--- src/rtl/lnps_pkg.sv ---
// lnps_pkg: shared types and constants of the last-note priority stack
// used by lnps_cell and last_note_priority_stack, depends on nothing
package lnps_pkg;

  localparam int unsigned StackDepthDef = 16;
  localparam int unsigned NoteW         = 7;
  localparam int unsigned BendW         = 14;
  localparam int unsigned ShiftW        = 4;
  localparam int unsigned SoundW        = 9;

  localparam logic [BendW-1:0] BendCenter = BendW'(8192);

  typedef enum logic [1:0] {
    OP_NOTE_ON  = 2'd0,
    OP_NOTE_OFF = 2'd1,
    OP_BEND     = 2'd2,
    OP_NONE     = 2'd3
  } lnps_op_e;

  typedef enum logic [1:0] {
    ST_IDLE,
    ST_MATCH,
    ST_UPDATE,
    ST_RESULT
  } lnps_state_e;

  // control broadcast from the sequencer to every cell
  typedef struct packed {
    logic compare;
    logic push;
    logic pull;
  } lnps_cell_ctrl_t;

endpackage

--- src/rtl/lnps_cell.sv ---
// lnps_cell: one entry of the note stack, holds a note and its match flag
// depends on lnps_pkg
module lnps_cell (
  input  logic                          clk_i,
  input  lnps_pkg::lnps_cell_ctrl_t     ctrl_i,
  input  logic [lnps_pkg::NoteW-1:0]    req_note_i,
  input  logic [lnps_pkg::NoteW-1:0]    prev_note_i,
  input  logic [lnps_pkg::NoteW-1:0]    next_note_i,
  input  logic                          valid_i,
  input  logic                          hit_before_i,
  output logic                          hit_after_o,
  output logic                          match_o,
  output logic [lnps_pkg::NoteW-1:0]    note_o
);
  import lnps_pkg::*;

  logic [NoteW-1:0] note_q, note_d;
  logic             match_q, match_d;

  always_comb begin
    note_d  = note_q;
    match_d = match_q;
    if (ctrl_i.compare) begin
      match_d = valid_i && (note_q == req_note_i);
    end
    // push: every cell up to and including the held copy moves back by one
    if (ctrl_i.push && !hit_before_i) begin
      note_d = prev_note_i;
    end
    // pull: the matching cell and all behind it close the gap
    if (ctrl_i.pull && (hit_before_i || match_q)) begin
      note_d = next_note_i;
    end
  end

  always_ff @(posedge clk_i) begin
    note_q  <= note_d;
    match_q <= match_d;
  end

  assign hit_after_o = hit_before_i | match_q;
  assign match_o     = match_q;
  assign note_o      = note_q;

endmodule

--- src/rtl/last_note_priority_stack.sv ---
// last_note_priority_stack: top level, sequencer, count, bend and output register
// depends on lnps_pkg and lnps_cell
//
// Monophonic last-note priority stack. Each request (note on, note off, pitch
// bend) produces one result: the front note plus twelve times octave_shift
// (0 when no note is held), a playing flag and the bend state. The notes live
// in a row of STACK_DEPTH cells. A request passes through the idle state that
// ends with its acceptance, a compare step in which every cell compares its
// note, an update step in which the cells shift towards or away from the
// front, and a result step that loads the output register.
// The sequencer takes a new request only once the previous one has reached
// the output register, so it is never through with two requests at once;
// a result that is not taken holds the sequencer in its last step until the
// output register frees up. octave_shift may be written whenever the block is
// idle and applies to the next result.
module last_note_priority_stack #(
  parameter int unsigned STACK_DEPTH = lnps_pkg::StackDepthDef
) (
  input  logic                              clk_i,
  input  logic                              rst_ni,
  input  logic                              cfg_we_i,
  input  logic [lnps_pkg::ShiftW-1:0]       cfg_wdata_i,
  input  logic                              in_valid_i,
  output logic                              in_ready_o,
  input  logic [1:0]                        opcode_i,
  input  logic [lnps_pkg::NoteW-1:0]        note_number_i,
  input  logic [lnps_pkg::BendW-1:0]        bend_value_i,
  output logic                              out_valid_o,
  input  logic                              out_ready_i,
  output logic signed [lnps_pkg::SoundW-1:0] sounding_note_o,
  output logic                              playing_o,
  output logic [lnps_pkg::BendW-1:0]        bend_now_o,
  output logic                              bend_changed_o
);
  import lnps_pkg::*;

  localparam int unsigned CntW = $clog2(STACK_DEPTH + 1);

  lnps_state_e     state_q, state_d;
  lnps_cell_ctrl_t ctrl;

  lnps_op_e         op_q;
  logic [NoteW-1:0] req_note_q;
  logic [BendW-1:0] req_bend_q;

  logic [CntW-1:0]        count_q, count_d;
  logic [BendW-1:0]       bend_q, bend_d;
  logic                   bend_flag_q, bend_flag_d;
  logic signed [ShiftW-1:0] shift_q;

  logic                     out_valid_q;
  logic signed [SoundW-1:0] sound_q;
  logic                     playing_q;
  logic [BendW-1:0]         bend_out_q;
  logic                     bend_chg_q;

  logic [NoteW-1:0]     note_arr  [STACK_DEPTH];
  logic [STACK_DEPTH:0] hit_chain;
  logic [STACK_DEPTH-1:0] match_vec;
  logic                 hit;
  logic                 out_load;

  // row of cells
  assign hit_chain[0] = 1'b0;
  for (genvar gi = 0; gi < STACK_DEPTH; gi++) begin : g_cell
    logic [NoteW-1:0] prev_note, next_note;
    if (gi == 0) begin : g_first
      assign prev_note = req_note_q;
    end else begin : g_mid
      assign prev_note = note_arr[gi-1];
    end
    if (gi == STACK_DEPTH - 1) begin : g_last
      assign next_note = '0;
    end else begin : g_inner
      assign next_note = note_arr[gi+1];
    end
    lnps_cell u_cell (
      .clk_i        (clk_i),
      .ctrl_i       (ctrl),
      .req_note_i   (req_note_q),
      .prev_note_i  (prev_note),
      .next_note_i  (next_note),
      .valid_i      (CntW'(gi) < count_q),
      .hit_before_i (hit_chain[gi]),
      .hit_after_o  (hit_chain[gi+1]),
      .match_o      (match_vec[gi]),
      .note_o       (note_arr[gi])
    );
  end
  assign hit = hit_chain[STACK_DEPTH];

  // sequencer: next state
  always_comb begin
    state_d = state_q;
    unique case (state_q)
      ST_IDLE:   if (in_valid_i) begin
        state_d = ST_MATCH;
      end
      ST_MATCH:  state_d = ST_UPDATE;
      ST_UPDATE: state_d = ST_RESULT;
      ST_RESULT: if (!out_valid_q || out_ready_i) begin
        state_d = ST_IDLE;
      end
      default:   state_d = ST_IDLE;
    endcase
  end

  // sequencer: outputs
  always_comb begin
    ctrl       = '0;
    in_ready_o = 1'b0;
    out_load   = 1'b0;
    unique case (state_q)
      ST_IDLE:   in_ready_o = 1'b1;
      ST_MATCH:  ctrl.compare = 1'b1;
      ST_UPDATE: begin
        ctrl.push = (op_q == OP_NOTE_ON);
        ctrl.pull = (op_q == OP_NOTE_OFF);
      end
      ST_RESULT: out_load = !out_valid_q || out_ready_i;
      default:   ;
    endcase
  end

  always_ff @(posedge clk_i or negedge rst_ni) begin
    if (!rst_ni) begin
      state_q <= ST_IDLE;
    end else begin
      state_q <= state_d;
    end
  end

  always_ff @(posedge clk_i) begin
    if (in_valid_i && in_ready_o) begin
      op_q       <= lnps_op_e'(opcode_i);
      req_note_q <= note_number_i;
      req_bend_q <= bend_value_i;
    end
  end

  // held count and bend state
  always_comb begin
    count_d     = count_q;
    bend_d      = bend_q;
    bend_flag_d = bend_flag_q;
    if (state_q == ST_UPDATE) begin
      unique case (op_q)
        OP_NOTE_ON:  if (!hit && (count_q != CntW'(STACK_DEPTH))) begin
          count_d = count_q + CntW'(1);
        end
        OP_NOTE_OFF: if (hit) begin
          count_d = count_q - CntW'(1);
        end
        OP_BEND: begin
          bend_flag_d = (req_bend_q != bend_q);
          bend_d      = req_bend_q;
        end
        OP_NONE: ;
        default: ;
      endcase
    end
  end

  always_ff @(posedge clk_i or negedge rst_ni) begin
    if (!rst_ni) begin
      count_q     <= '0;
      bend_q      <= BendCenter;
      bend_flag_q <= 1'b0;
      shift_q     <= '0;
    end else begin
      count_q     <= count_d;
      bend_q      <= bend_d;
      bend_flag_q <= bend_flag_d;
      if (cfg_we_i) begin
        shift_q <= cfg_wdata_i;
      end
    end
  end

  // result: front note plus 12 * shift, as 8 * shift + 4 * shift
  logic signed [SoundW-1:0] shift_ext, offset, front_sum;
  assign shift_ext = SoundW'(shift_q);
  assign offset    = (shift_ext <<< 3) + (shift_ext <<< 2);
  assign front_sum = $signed({{(SoundW-NoteW){1'b0}}, note_arr[0]}) + offset;

  always_ff @(posedge clk_i or negedge rst_ni) begin
    if (!rst_ni) begin
      out_valid_q <= 1'b0;
    end else if (out_load) begin
      out_valid_q <= 1'b1;
    end else if (out_ready_i) begin
      out_valid_q <= 1'b0;
    end
  end

  always_ff @(posedge clk_i) begin
    if (out_load) begin
      sound_q    <= (count_q != '0) ? front_sum : '0;
      playing_q  <= (count_q != '0);
      bend_out_q <= bend_q;
      bend_chg_q <= bend_flag_q;
    end
  end

  assign out_valid_o     = out_valid_q;
  assign sounding_note_o = sound_q;
  assign playing_o       = playing_q;
  assign bend_now_o      = bend_out_q;
  assign bend_changed_o  = bend_chg_q;

  // a held note sits in one cell only
  assert property (@(posedge clk_i) disable iff (!rst_ni)
    (state_q == ST_UPDATE) |-> $onehot0(match_vec))
    else $error("more than one cell matched the request note");

  assert property (@(posedge clk_i) disable iff (!rst_ni)
    count_q <= CntW'(STACK_DEPTH))
    else $error("held count beyond stack depth");

  assert property (@(posedge clk_i) disable iff (!rst_ni)
    (state_q == ST_UPDATE && op_q == OP_NOTE_ON) |=> (count_q != '0))
    else $error("note on left the stack empty");

  assert property (@(posedge clk_i) disable iff (!rst_ni)
    (state_q == ST_UPDATE && op_q == OP_NOTE_OFF && hit) |=>
      (count_q == $past(count_q) - CntW'(1)))
    else $error("note off of a held note did not shrink the stack");

  assert property (@(posedge clk_i) disable iff (!rst_ni)
    (in_valid_i && in_ready_o) |=> (state_q == ST_MATCH))
    else $error("accepted request did not start a compare");

endmodule

--- config.mk ---
export PLATFORM = sky130hd
export DESIGN_NAME = last_note_priority_stack
export DESIGN_NICKNAME = d
export VERILOG_FILES = /design/src/rtl/lnps_pkg.sv /design/src/rtl/lnps_cell.sv /design/src/rtl/last_note_priority_stack.sv
export SDC_FILE = /design/constraint.sdc
export NUM_CORES = 1
export LEC_CHECK = 0
export BUFFER_PORTS_ARGS = -buffer_cell sky130_fd_sc_hd__buf_2
export CAP_MARGIN = 20
export CORE_MARGIN = 1.5
export CORE_UTILIZATION = 45
export DETAILED_ROUTE_END_ITERATION = 16
export GPL_TIMING_DRIVEN = 0
export PLACE_DENSITY = 0.6
export SLEW_MARGIN = 25
export SYNTH_ARGS = -nofsm -noshare
export SYNTH_HDL_FRONTEND = slang
export SYNTH_SLANG_ARGS = --single-unit
--- constraint.sdc ---
create_clock -name clk_i -period 2.87 [get_ports clk_i]
set_input_delay 0.287 -clock clk_i [delete_from_list [all_inputs] [get_ports clk_i]]
set_output_delay 0.287 -clock clk_i [all_outputs]
set_load 0.005 [all_outputs]
== Yosys cells after proc, flatten, opt, wreduce, memory -nomap -nowiden ==
Index checks and enable logic that the tools add are counted.

* Equal/unequal tests: 27
* Reduce and logical (&&, ||, !) cells: 105
* Bitwise operators: 15
* Mux-type cells: 42
* Order comparisons: 16
* $add $sub $neg: 4

{| class="wikitable"
|+ Operators by type and width
! operator !! number
|-
| 2-to-1 mux 7 bit || 30
|-
| == test 7 bit || 16
|-
| logical AND 1 bit || 49
|-
| less-than comparator 4 x 5 -> 1 bit, first input constant || 8
|-
| nonzero test 2 bit || 17
|-
| less-than comparator 3 x 5 -> 1 bit, first input constant || 4
|-
| zero test 1 bit || 17
|-
| logical OR 1 bit || 16
|-
| bitwise OR 1 bit || 15
|-
| != test 14 bit || 1
|-
| less-than comparator 1 x 5 -> 1 bit, first input constant || 2
|-
| less-than comparator 2 x 5 -> 1 bit, first input constant || 2
|-
| 2-to-1 mux 5 bit || 2
|-
| one-hot mux 5 bit (2 select lines) || 1
|-
| adder 8 x 8 -> 9 bit || 1
|-
| adder 7 x 6 -> 8 bit || 1
|-
| one-hot mux 2 bit (4 select lines) || 1
|-
| == test 2 bit, second input constant || 3
|-
| 2-to-1 mux 2 bit || 3
|-
| != test 2 bit, second input constant || 3
|-
| adder 5 x 1 -> 5 bit, second input constant || 1
|-
| 2-to-1 mux 1 bit || 5
|-
| != test 5 bit, second input constant || 1
|-
| nonzero test 5 bit || 1
|-
| 6 further kinds || 9
|}

* Flip-flop bits (word level): 203
* Input bits: 32
* Output and inout port bits: 27
* Word-level logic and storage cells: 254

== Depth between registers and ports, before layout ==
Gate-level depths: netlist of the first run.

* Depth after elaboration: 19
* Mapped depth: 9
* Depth with buffers taken out: 9

== Modules after synthesis ==
A second synthesis of the first run with hierarchy kept.

* Cell total of the unflattened synthesis: 683
* Area, all modules: 10672.7 µm²

{| class="wikitable"
|+ Modules (own cells, without submodules)
! module !! cells each !! area an instance (µm²) !! instances
|-
| lnps_cell || 29 || 460.4 || 16
|-
| last_note_priority_stack || 219 || 3305.7 || 1
|}

== Worst setup path after synthesis of the first run ==
No wires, ideal clock.

* Path type: register -> register
* Start point: register g_cell[0].u_cell.match_q
* End point: register g_cell[13].u_cell.note_q[0], enable pin
* Stages on the path, launching flop included: 7
* Setup time: 383 ps
* Slack: 329 ps
* Clock period less this slack: 2541 ps
* Arrival time: 2158 ps
* Buffers on the path: 1
* Cell sequence: edfxtp_1 buf_6 nor4_4 nand4_1 nor3_1 nor2_1 a211oi_1

* Longest elaborated chain between the ends: 15

{| class="wikitable"
|+ Ends and longest elaborated chain
! what !! RTL line !! text
|-
| start: declaration || lnps_cell.sv:18 || <nowiki>logic match_q, match_d;</nowiki>
|-
| start signal: assignment || lnps_cell.sv:38 || <nowiki>match_q <= match_d;</nowiki>
|-
| bitwise OR 1 bit * (12 in series) || lnps_cell.sv:41 || <nowiki>assign hit_after_o = hit_before_i | match_q;</nowiki>
|-
| logical OR 1 bit / zero test 1 bit (equally long branches) || lnps_cell.sv:31, lnps_cell.sv:27 ||
|-
| logical AND 1 bit, on equally long branches || lnps_cell.sv:31, lnps_cell.sv:27 ||
|-
| nonzero test 2 bit (no line) * || n/a ||
|-
| end signal: assignment || lnps_cell.sv:37 || <nowiki>note_q <= note_d;</nowiki>
|-
| end: declaration || lnps_cell.sv:17 || <nowiki>logic [NoteW-1:0] note_q, note_d;</nowiki>
|}

Every way passes the cells marked *; elsewhere a longest branch is shown, timed or not.
A chain may end at the register's enable or synchronous reset.

== Worst setup path in the final report of the first run ==
* Start point: register state_q[0]
* End point: register g_cell[6].u_cell.note_q[6] (data pin)

* Longest elaborated chain between the ends: 4

{| class="wikitable"
|+ Ends and longest elaborated chain
! what !! RTL line !! text
|-
| start: declaration || last_note_priority_stack.sv:39 || <nowiki>lnps_state_e state_q, state_d;</nowiki>
|-
| start signal: assignment || last_note_priority_stack.sv:129 || <nowiki>state_q <= state_d;</nowiki>
|-
| == test 2 bit || last_note_priority_stack.sv:113 || <nowiki>unique case (state_q)</nowiki>
|-
| 2-to-1 mux 2 bit || last_note_priority_stack.sv:113 ||
|-
| logical AND 1 bit || lnps_cell.sv:31 || <nowiki>if (ctrl_i.pull && (hit_before_i || match_q)) begin</nowiki>
|-
| 2-to-1 mux 7 bit || lnps_cell.sv:31 ||
|-
| net g_cell[6].u_cell.note_d[6] || lnps_cell.sv:17 ||
|-
| end signal: assignment || lnps_cell.sv:37 ||
|-
| end: declaration || lnps_cell.sv:17 ||
|}

The timed path passes the listed nets, and every way through them passes these cells.

==> metrics.txt, run 1 <==
leading post-synthesis cells by cell area=edfxtp_1, mux2_2, xnor2_1, dfrtp_1, xor2_1; Die ar.=23200 sq um; Inserted Clock Buffers=24; number of max-cap violations=0; TritonCTS clock tree=done; CTS Sinks=203; Layout Cells excl Fill=1123; first-pass GRT wire length=38.1 mm; Clock transition at path regs=0.05 ns; die width=152 um; share of post-route cells with drive strength above 1=29.7%; number of enable flip-flop cells after synthesis=169; Cells after Synth=714; worst-margin pin slew=1.05 ns; period utilization=96.8%; Req. time, crit path=3.13 ns; vias in the first global route=6473; GRT met2 Usage=35.1%; Ports=59; drt drc=0; Skew-Pair Late Insertion Delay=0.52 ns; syn_nets=763; DR iter-0 viols=466; RSZ-0062 raised after global routing=true; Total Routing Usage GR=21.0%; synthesis-stage register bit count=203; Worst Min Path Start=cfg_wdata_i[2]; Slew headroom=29.8%; drt via density=5.49; final wirelength=24.1 mm; YS warnings=0; Distinct cells, synth=56; Reg-to-Reg Start=state_q[0]; Peak VDD IR=0.413 mV; CTS max path bufs=3; GR peak layer=met2; met3 Usage GRT=3.16%; Fillers=1821; Worst setup SP type=flip-flop; cell taking the most area after synthesis=edfxtp_1; Final Skew=0.0156 ns; Hold Fails Final Rpt=0; Tmin final=2.78 ns; Setup crit end kind=flip-flop; # setup viols final=0; initial antenna violation count=0; Core Footprint=21800 sq um; Die Height=152 um; min setup slack post-route=0.0927 ns; M1 GR Usage=28.5%; vias=6161; Max FO, Critical Path=10; asr flop ratio synth=13.3%; wire per inst=21.5 um; starting density of the core=45.9%; placed cell count=1052; H-tree Lvls=1; critical path type=reg2reg; CP startpoint=state_q[0]; Detailed Place HPWL=17.0 mm; HP Class=in2reg; pre-CTS setup slack=-0.0796 ns; Leak=4.08 nW; Setup Buffers After CTS=0; TritonRoute pass-1 iters=5; Layout Area Growth over Synthesis=17.0%; PwrDens=857 nW/um^2; port buffer count=58; Seq/Total Area, Yosys=58.8%; dpl cell area=10700 sq um; share of the synthesized area in the top cell type=50.6%; DRT antenna net count=0; n_diodes=0; Post-Syn Area=10000 sq um; grt total ovfl=0; prevailing post-synth register cell=edfxtp_1; GPL Wtd Cong=0.911; CTS root buffer=clkbuf_16; final instance area=11700 sq um; fmax=360 MHz; Rows=54; status=completed; Synth Area per Inst=14.0 sq um; # nets final=874; largest net degree at the start of global routing=28; Worst Path Arrival=3.04 ns; final slew viol count=0
## cell usage after synthesis, types with 2 or more instances
| master | count |
|---|---|
| nor4_1 | 16 |
| nand4_1 | 17 |
| edfxtp_1 | 169 |
| dfxtp_1 | 7 |
| nor4b_1 | 2 |
| dfrtp_1 | 26 |
| ha_1 | 13 |
| or4_1 | 2 |
| or3_1 | 3 |
| or2_2 | 2 |
| and2_1 | 6 |
| mux2_2 | 123 |
| nand2b_1 | 2 |
| a211oi_1 | 8 |
| nor2_2 | 11 |
| mux2i_1 | 8 |
| buf_2 | 3 |
| a21oi_1 | 9 |
| nor3_1 | 12 |
| o21ai_0 | 9 |
| a311oi_1 | 2 |
| o21ai_2 | 2 |
| nand3b_1 | 2 |
| xor2_1 | 55 |
| a21o_1 | 3 |
| clkbuf_1 | 23 |
| o21a_1 | 2 |
| inv_1 | 15 |
| xnor2_1 | 78 |
| nand2_1 | 15 |
| nor2b_1 | 2 |
| fa_1 | 4 |
| nand3_1 | 5 |
| nor2_1 | 36 |
## state kept, by name (all words and copies together) (netlist names), 5 cells and up
| name | cells |
|---|---|
| bend_now_o | 14 |
| bend_q | 14 |
| count_q | 5 |
| g_cell.prev_note | 7 |
| g_cell.u_cell.match_o | 16 |
| g_cell.u_cell.note_o | 112 |
| req_bend_q | 14 |
| sounding_note_o | 9 |
## stage by stage
step	util (%)	TNS, ns	hold slack, ns	power, W
floorplan	-	0	-0.00859	0.00631
global placement	48.9	-2.72	0.335	0.00709
detailed placement	49.0	-0.556	0.351	0.00721
CTS	53.6	0	0.00340	0.0101
global route	53.8	-1.41	0.0194	0.0106
finish	53.8	0	0.0235	0.0101
## cell families (layout without fill, tap and decap cells)
| logic type | after synthesis | after routing | share of synthesized area, % |
|---|---|---|---|
| compound gates | 46 | 46 | 3.12 |
| buf+inv | 44 | 173 | 1.76 |
| flops | 203 | 203 | 58.8 |
| fa+ha+maj | 17 | 17 | 2.42 |
| mux | 131 | 131 | 14.6 |
| simple gates | 140 | 140 | 7.70 |
| xor+xnor | 133 | 133 | 11.6 |
## where the power goes
part           leakage (nW)  switching [W]  total, W  internal (W)
Combinational          1.80        0.00150   0.00265       0.00115
Clock                 0.351        0.00118   0.00285       0.00168
Sequential             1.93       0.000477   0.00455       0.00407
## worst paths after layout
path	end	slack, ns	cells past startpoint
max in group asynchronous	out_valid_o	2.10	2
worst max register to register	g_cell[6].u_cell.note_o[6]	0.09	8
worst min register to register	bend_changed_o	0.45	0
worst max-delay path	g_cell[6].u_cell.note_o[6]	0.09	8
min in group asynchronous	bend_q[9]	0.34	2
worst min-delay path	shift_q[2]	0.02	2
## critical path, stage by stage, from the launching register on
cell and delay [ns]:
dfrtp_1 0.41, inv_1 0.11, ha_1 0.28, nand2b_1 0.21, or2_2 0.32, clkbuf_1 0.15
buf_2 0.25, nor2_2 0.40, mux2_2 0.40
## cells in the final DEF (no fill, tap or decap), types with 16 or more instances in the layout
| master | count |
|---|---|
| mux2_2 | 123 |
| dfrtp_1 | 26 |
| xnor2_1 | 78 |
| dlygate4sd3_1 | 27 |
| buf_2 | 61 |
| clkbuf_16 | 24 |
| nor4_1 | 16 |
| nor2_1 | 36 |
| nand4_1 | 17 |
| clkbuf_1 | 33 |
| edfxtp_1 | 169 |
| xor2_1 | 55 |
## per-layer routing
layer	share of wire, %	wire length (um)	vias up
met2	48	11500	171
met4	3.0	716	0
met3	5.0	1200	42
li1	-	-	2850
met5	0	0	-
met1	44	10700	3098
## area by class of cell
| class | instances | area, sq um | area share [%] |
|---|---|---|---|
| Timing Repair Buffer | 85 | 561 | 4.78 |
| Clock inverter | 6 | 67.6 | 0.576 |
| Multi-Input combinational cell | 467 | 4020 | 34.2 |
| Sequential cell | 203 | 5890 | 50.2 |
| Buffer | 28 | 120 | 1.02 |
| Inverter | 16 | 60.1 | 0.512 |
| Tap cell | 280 | 350 | 2.99 |
| Clock buffer | 38 | 663 | 5.65 |
## repair_timing
item	CTS	global route
endpoints found under the setup margin	7	69
resized for setup	1	5
hold buffers	27	0
hold endpoints to repair	52	0
No activity file was read; power rests on OpenSTA's default activity.
==> inputs of run 2 (changes only) <==
==> constraint.sdc (replaced) <==
create_clock -name clk_i -period 3.06 [get_ports clk_i]
set_input_delay 0.306 -clock clk_i [delete_from_list [all_inputs] [get_ports clk_i]]
set_output_delay 0.306 -clock clk_i [all_outputs]
set_load 0.005 [all_outputs]
==> run 2 against run 1 <==
  * Sequential share of layout area rose by 0.18 points
  * Critical path depth down 2
  * Hold slack better by 0.0026 ns
  * Clock skew rose by 0.00077 ns
  * Clock-buffer cell count unchanged
  * Utilization down 0.19 points
  * Clock power decreased by 6%
  * Non-clock buffer count fell by 3
  * Global-route usage about the same
  * Critical path type unchanged
==> metrics.txt, run 2 (synthesized netlist as in run 1, its figures left out) <==
Max FO, Critical Path=8 (was 10); Total Routing Usage GR=21.0% (about the same); vias=6165 (was 6161); H-tree Lvls=1 (unchanged); Inserted Clock Buffers=24 (unchanged); CP peak stage delay=0.49 ns (was 0.41 ns); number of max-cap violations=0 (unchanged); DRT antenna net count=0 (unchanged); crit path cell chain=buf_6 -> nor4_4 -> nand4_1 -> nor3_1 -> nor2_1 -> a211oi_4 (was inv_1 -> ha_1 -> nand2b_1 -> or2_2 -> clkbuf_1 -> buf_2 -> nor2_2 -> mux2_2); Req. time, crit path=3.21 ns (was 3.13 ns); Leak=4.06 nW (was 4.08 nW); CTS Sinks=203 (unchanged); Sequential Area=5890 sq um (unchanged); # setup viols final=0 (unchanged); Worst setup SP type=flip-flop (unchanged); Tmin final=2.83 ns (was 2.78 ns); RSZ-0062 raised after global routing=false (was true); Detailed Place HPWL=17.0 mm (unchanged); critical path type=reg2reg (unchanged); Hold Fails Final Rpt=0 (unchanged); PwrDens=806 nW/um^2 (was 857 nW/um^2); Rows=54 (unchanged); wire per inst=21.5 um (about the same); most frequent cells in the layout=edfxtp_1, mux2_2, xnor2_1 (unchanged); grt total ovfl=0 (unchanged); share of post-route cells with drive strength above 1=29.4% (was 29.7%); status=completed (unchanged); area occupied by multi-input gates=4010 sq um (was 4020 sq um); Clock transition at path regs=0.05 ns (about the same); die width=152 um (unchanged); CP max stage cell=a211oi_4 (was dfrtp_1); period utilization=92.5% (was 96.8%); Worst Path Arrival=2.98 ns (was 3.04 ns); Core Footprint=21800 sq um (unchanged); TritonRoute pass-1 iters=5 (unchanged); TritonCTS clock tree=done (unchanged); CTS max path bufs=3 (unchanged); Ports=59 (unchanged); crit-path leading delay family=simple AND/OR/NAND/NOR gates (unchanged); commonest non-fill, non-tap cell in the layout=edfxtp_1 (unchanged); Peak VDD IR=0.387 mV (was 0.413 mV); HP Class=in2reg (unchanged); GPL Wtd Cong=0.911 (unchanged); vias in the first global route=6443 (was 6473); fmax=353 MHz (was 360 MHz); Slew headroom=28.8% (was 29.8%); Die ar.=23200 sq um (unchanged); Final Power=0.00942 W (was 0.0101 W); worst-margin pin slew=1.07 ns (was 1.05 ns); largest net degree at the start of global routing=28 (unchanged); dpl cell area=10700 sq um (unchanged); max reg flops=112 (unchanged); initial antenna violation count=0 (unchanged); port buffer count=58 (unchanged); WP buf/inv=1 (was 3); final slew viol count=0 (unchanged); DR iter-0 viols=432 (was 466); Die Height=152 um (unchanged); final wirelength=24.0 mm (was 24.1 mm); drt via density=5.50 (was 5.49); Skew-Pair Late Insertion Delay=0.52 ns (about the same); Fillers=1823 (was 1821); starting density of the core=45.9% (unchanged); worst hold margin=0.0261 ns (was 0.0235 ns); first-pass GRT wire length=38.0 mm (was 38.1 mm); drt drc=0 (unchanged); Setup crit end kind=flip-flop (unchanged); # nets final=871 (was 874); Layout Area Growth over Synthesis=16.6% (was 17.0%); final instance area=11700 sq um (about the same); n_diodes=0 (unchanged); Final Skew=0.0164 ns (was 0.0156 ns); CTS root buffer=clkbuf_16 (unchanged)
[run 2: cell types whose count changed in the layout (fill, tap and decap cells not counted)]
cell           before  now
nor3_2              3    1
clkbuf_1           33   34
clkbuf_2            3    2
nor3_1             10   12
dlygate4sd3_1      27   24
[run 2: routing by layer]
layer	GRT usage, %	wire length (um)	vias to the layer above
li1	-	-	2844
met1	28.4	10700	3091
met2	35.1	11500	190
met3	3.13	1180	40
met4	6.29	691	0
met5	0	0	-
[run 2: timing repair]
| item | 4_1_cts | 5_1_grt |
|---|---|---|
| hold endpoints to repair | 49 | 0 |
| buffers inserted | 0 | 0 |
| setup endpoints to repair | 0 | 7 |
| hold buffers | 24 | 0 |
| resized for setup | 0 | 1 |
[run 2: final timing paths]
path,depth (start not counted),endpoint,from,slack (ns)
min,2,shift_q[0],cfg_wdata_i[0],0.03
max,6,g_cell[13].u_cell.note_o[6],g_cell[0].u_cell.match_o,0.23
min reg2reg,0,bend_changed_o,bend_flag_q,0.45
min in group asynchronous,2,bend_q[9],rst_ni,0.35
max in group asynchronous,2,out_valid_o,rst_ni,2.28
max reg2reg,6,g_cell[13].u_cell.note_o[6],g_cell[0].u_cell.match_o,0.23
[run 2: area by class of cell]
class	count	share of cell area, %
multi-input combinational	467	34.3
clock buffer	38	5.67
timing repair buffer	82	4.54
inverter	16	0.514
clock inverter	6	0.578
tap	280	3.00
sequential	203	50.4
buffer	28	1.02
[run 2: worst reg2reg max path, delay by kind of cell (launching register included)]
kind / cells / cell delay [ns]
AOI/OAI and AO/OA: 1 / 0.49
DFF: 1 / 0.39
and+or+nand+nor: 4 / 1.43
buffers and inverters: 1 / 0.16
[run 2: where the power goes]
group / internal [W] / switching [W] / leakage [nW]
Combinational: 0.00107 / 0.00141 / 1.78
Sequential: 0.00382 / 0.000444 / 1.93
Clock: 0.00157 / 0.00110 / 0.351
Total: 0.00647 / 0.00296 / 4.06
[run 2: per-stage QoR]
step	utilization [%]	std cells	setup TNS, ns	worst slack, ns
after floorplan	-	714	0	0.519
after global placement	48.9	1052	-0.898	-0.129
after detailed placement	49.0	1052	0	0.110
after CTS	53.4	1120	0	0.101
after global routing	53.6	1120	0	0.0132
final	53.6	1120	0	0.229
==> inputs of run 3 (changes only) <==
--- a/config.mk
+++ b/config.mk
@@ -7,11 +7,12 @@
 export LEC_CHECK = 0
 export BUFFER_PORTS_ARGS = -buffer_cell sky130_fd_sc_hd__buf_2
 export CAP_MARGIN = 20
+export CORE_ASPECT_RATIO = 1.1
 export CORE_MARGIN = 1.5
-export CORE_UTILIZATION = 45
+export CORE_UTILIZATION = 40
 export DETAILED_ROUTE_END_ITERATION = 16
 export GPL_TIMING_DRIVEN = 0
-export PLACE_DENSITY = 0.6
+export PLACE_DENSITY = 0.55
 export SLEW_MARGIN = 25
 export SYNTH_ARGS = -nofsm -noshare
 export SYNTH_HDL_FRONTEND = slang
==> run 3 against run 2 <==
  * Wire length is 1.2% higher
  * Cell area is 0.71% higher
  * Utilization is 5.6 points lower
  * Total power is 1.2% higher
  * Critical path depth is 1 lower
  * First-iteration DRC count is 6.5% lower
  * Sequential share of layout area is 0.35 points lower
  * Register-to-register slack hardly changed
  * Clock-buffer cell count is 6 lower
  * Critical path type unchanged
  * Critical endpoint is now g_cell[3].u_cell.match_o
  * Largest cell class unchanged
==> metrics.txt, run 3 (synthesized netlist as in run 1, its figures left out) <==
Detailed Place HPWL=17.3 mm (was 17.0 mm); final wirelength=24.3 mm (was 24.0 mm); final slew viol count=0 (unchanged); fin util=48.0% (was 53.6%); Worst setup SP type=flip-flop (unchanged); initial antenna violation count=0 (unchanged); final instance area=11800 sq um (was 11700 sq um); Skew-Pair Late Insertion Delay=0.51 ns (was 0.52 ns); GPL Wtd Cong=0.821 (was 0.911); drt via density=5.32 (was 5.50); TritonCTS clock tree=done (unchanged); Die ar.=26000 sq um (was 23200 sq um); Slew headroom=28.1% (was 28.8%); first-pass GRT wire length=37.7 mm (was 38.0 mm); Final Skew=0.00817 ns (was 0.0164 ns); Leak=4.09 nW (was 4.06 nW); period utilization=92.4% (was 92.5%); Inserted Clock Buffers=23 (was 24); Core Footprint=24500 sq um (was 21800 sq um); drt drc=0 (unchanged); Tmin final=2.83 ns (about the same); TritonRoute pass-1 iters=5 (unchanged); vias=6111 (was 6165); worst-margin pin slew=1.08 ns (was 1.07 ns); starting density of the core=40.8% (was 45.9%); Setup crit end kind=flip-flop (unchanged); DR iter-0 viols=404 (was 432); H-tree Lvls=1 (unchanged); CTS Sinks=203 (unchanged); die width=154 um (was 152 um); Hold Fails Final Rpt=0 (unchanged); Setup Buffers After CTS=0 (unchanged); fmax=354 MHz (was 353 MHz); CTS root buffer=clkbuf_16 (unchanged); PwrDens=810 nW/um^2 (was 806 nW/um^2); n_diodes=0 (unchanged); most frequent cells in the layout=edfxtp_1, mux2_2, xnor2_1 (unchanged); largest net degree at the start of global routing=28 (unchanged); CTS max path bufs=3 (unchanged); vias in the first global route=6583 (was 6443); HP Class=in2reg (unchanged); commonest non-fill, non-tap cell in the layout=edfxtp_1 (unchanged); max reg flops=112 (unchanged); Ports=59 (unchanged); Rows=60 (was 54); grt total ovfl=0 (unchanged); share of post-route cells with drive strength above 1=30.2% (was 29.4%); Die Height=169 um (was 152 um); worst hold margin=0.0341 ns (was 0.0261 ns); Peak VDD IR=0.399 mV (was 0.387 mV); # nets final=871 (unchanged); Req. time, crit path=3.35 ns (was 3.21 ns); Clock transition at path regs=0.06 ns (was 0.05 ns); number of max-cap violations=0 (unchanged); TNS Setup=0 ns (unchanged); dpl cell area=10700 sq um (about the same); # setup viols final=0 (unchanged); Total Routing Usage GR=19.0% (was 21.0%); Max FO, Critical Path=10 (was 8); Layout Area Growth over Synthesis=17.4% (was 16.6%); status=completed (unchanged); DRT antenna net count=0 (unchanged); Worst Path Arrival=3.12 ns (was 2.98 ns); RSZ-0062 raised after global routing=false (unchanged); critical path type=reg2reg (unchanged); port buffer count=58 (unchanged); wire per inst=21.2 um (was 21.5 um)
## run 3: final timing paths
kind,start,end,slack [ns],cells past startpoint
setup / recovery,g_cell[0].prev_note[1],g_cell[3].u_cell.match_o,0.23,5
hold / removal,cfg_wdata_i[3],shift_q[3],0.03,2
setup reg to reg,g_cell[0].prev_note[1],g_cell[3].u_cell.match_o,0.23,5
hold reg to reg,bend_flag_q,bend_changed_o,0.45,0
max in group asynchronous,rst_ni,shift_q[1],2.26,2
min in group asynchronous,rst_ni,bend_q[2],0.36,2
## run 3: per-stage QoR
step	power, W	worst slack (ns)	cells
4_1_cts	0.00961	0.165	1147
5_1_grt	0.0100	0.114	1148
3_3_place_gp	0.00668	-0.104	1082
2_1_floorplan	0.00592	0.519	714
3_5_place_dp	0.00677	0.195	1082
6_report	0.00954	0.232	1148
## run 3: metal layers
metal  up-vias  wire [um]  share of wire, %  track usage (%)
met1      3077      10500                43             23.6
met3        45       1080               4.4             3.35
met2       155      12000                49             33.2
li1       2834          -                 -                -
met5         -          0                 0                0
met4         0        750               3.1             6.71
## run 3: power breakdown
group | leakage [nW] | switching (W) | internal [W] | total (W)
sequential | 1.93 | 0.000456 | 0.00382 | 0.00428
clock | 0.374 | 0.00109 | 0.00171 | 0.00280
combinational | 1.79 | 0.00139 | 0.00107 | 0.00246
## run 3: critical path, cell delays in order (launching register included)
cell,delay (ns)
edfxtp_1,0.32
clkbuf_1,0.71
clkbuf_1,0.87
xnor2_1,0.21
nand4_1,0.13
nor4_1,0.37
## run 3: layout make-up
type | instances | area (sq um)
fill | 2128 | 12800
sequential | 203 | 5890
tap | 310 | 388
clock inverter | 9 | 126
inverter | 16 | 60.1
clock buffer | 32 | 639
buffer | 28 | 118
timing repair buffer | 83 | 542
multi-input combinational | 467 | 4010
## run 3: timing repair
action                                 in CTS  in global routing
endpoints found under the hold margin      49                  0
setup endpoints to repair                   0                  7
gates resized for setup                     0                  1
hold buffers                               24                  0
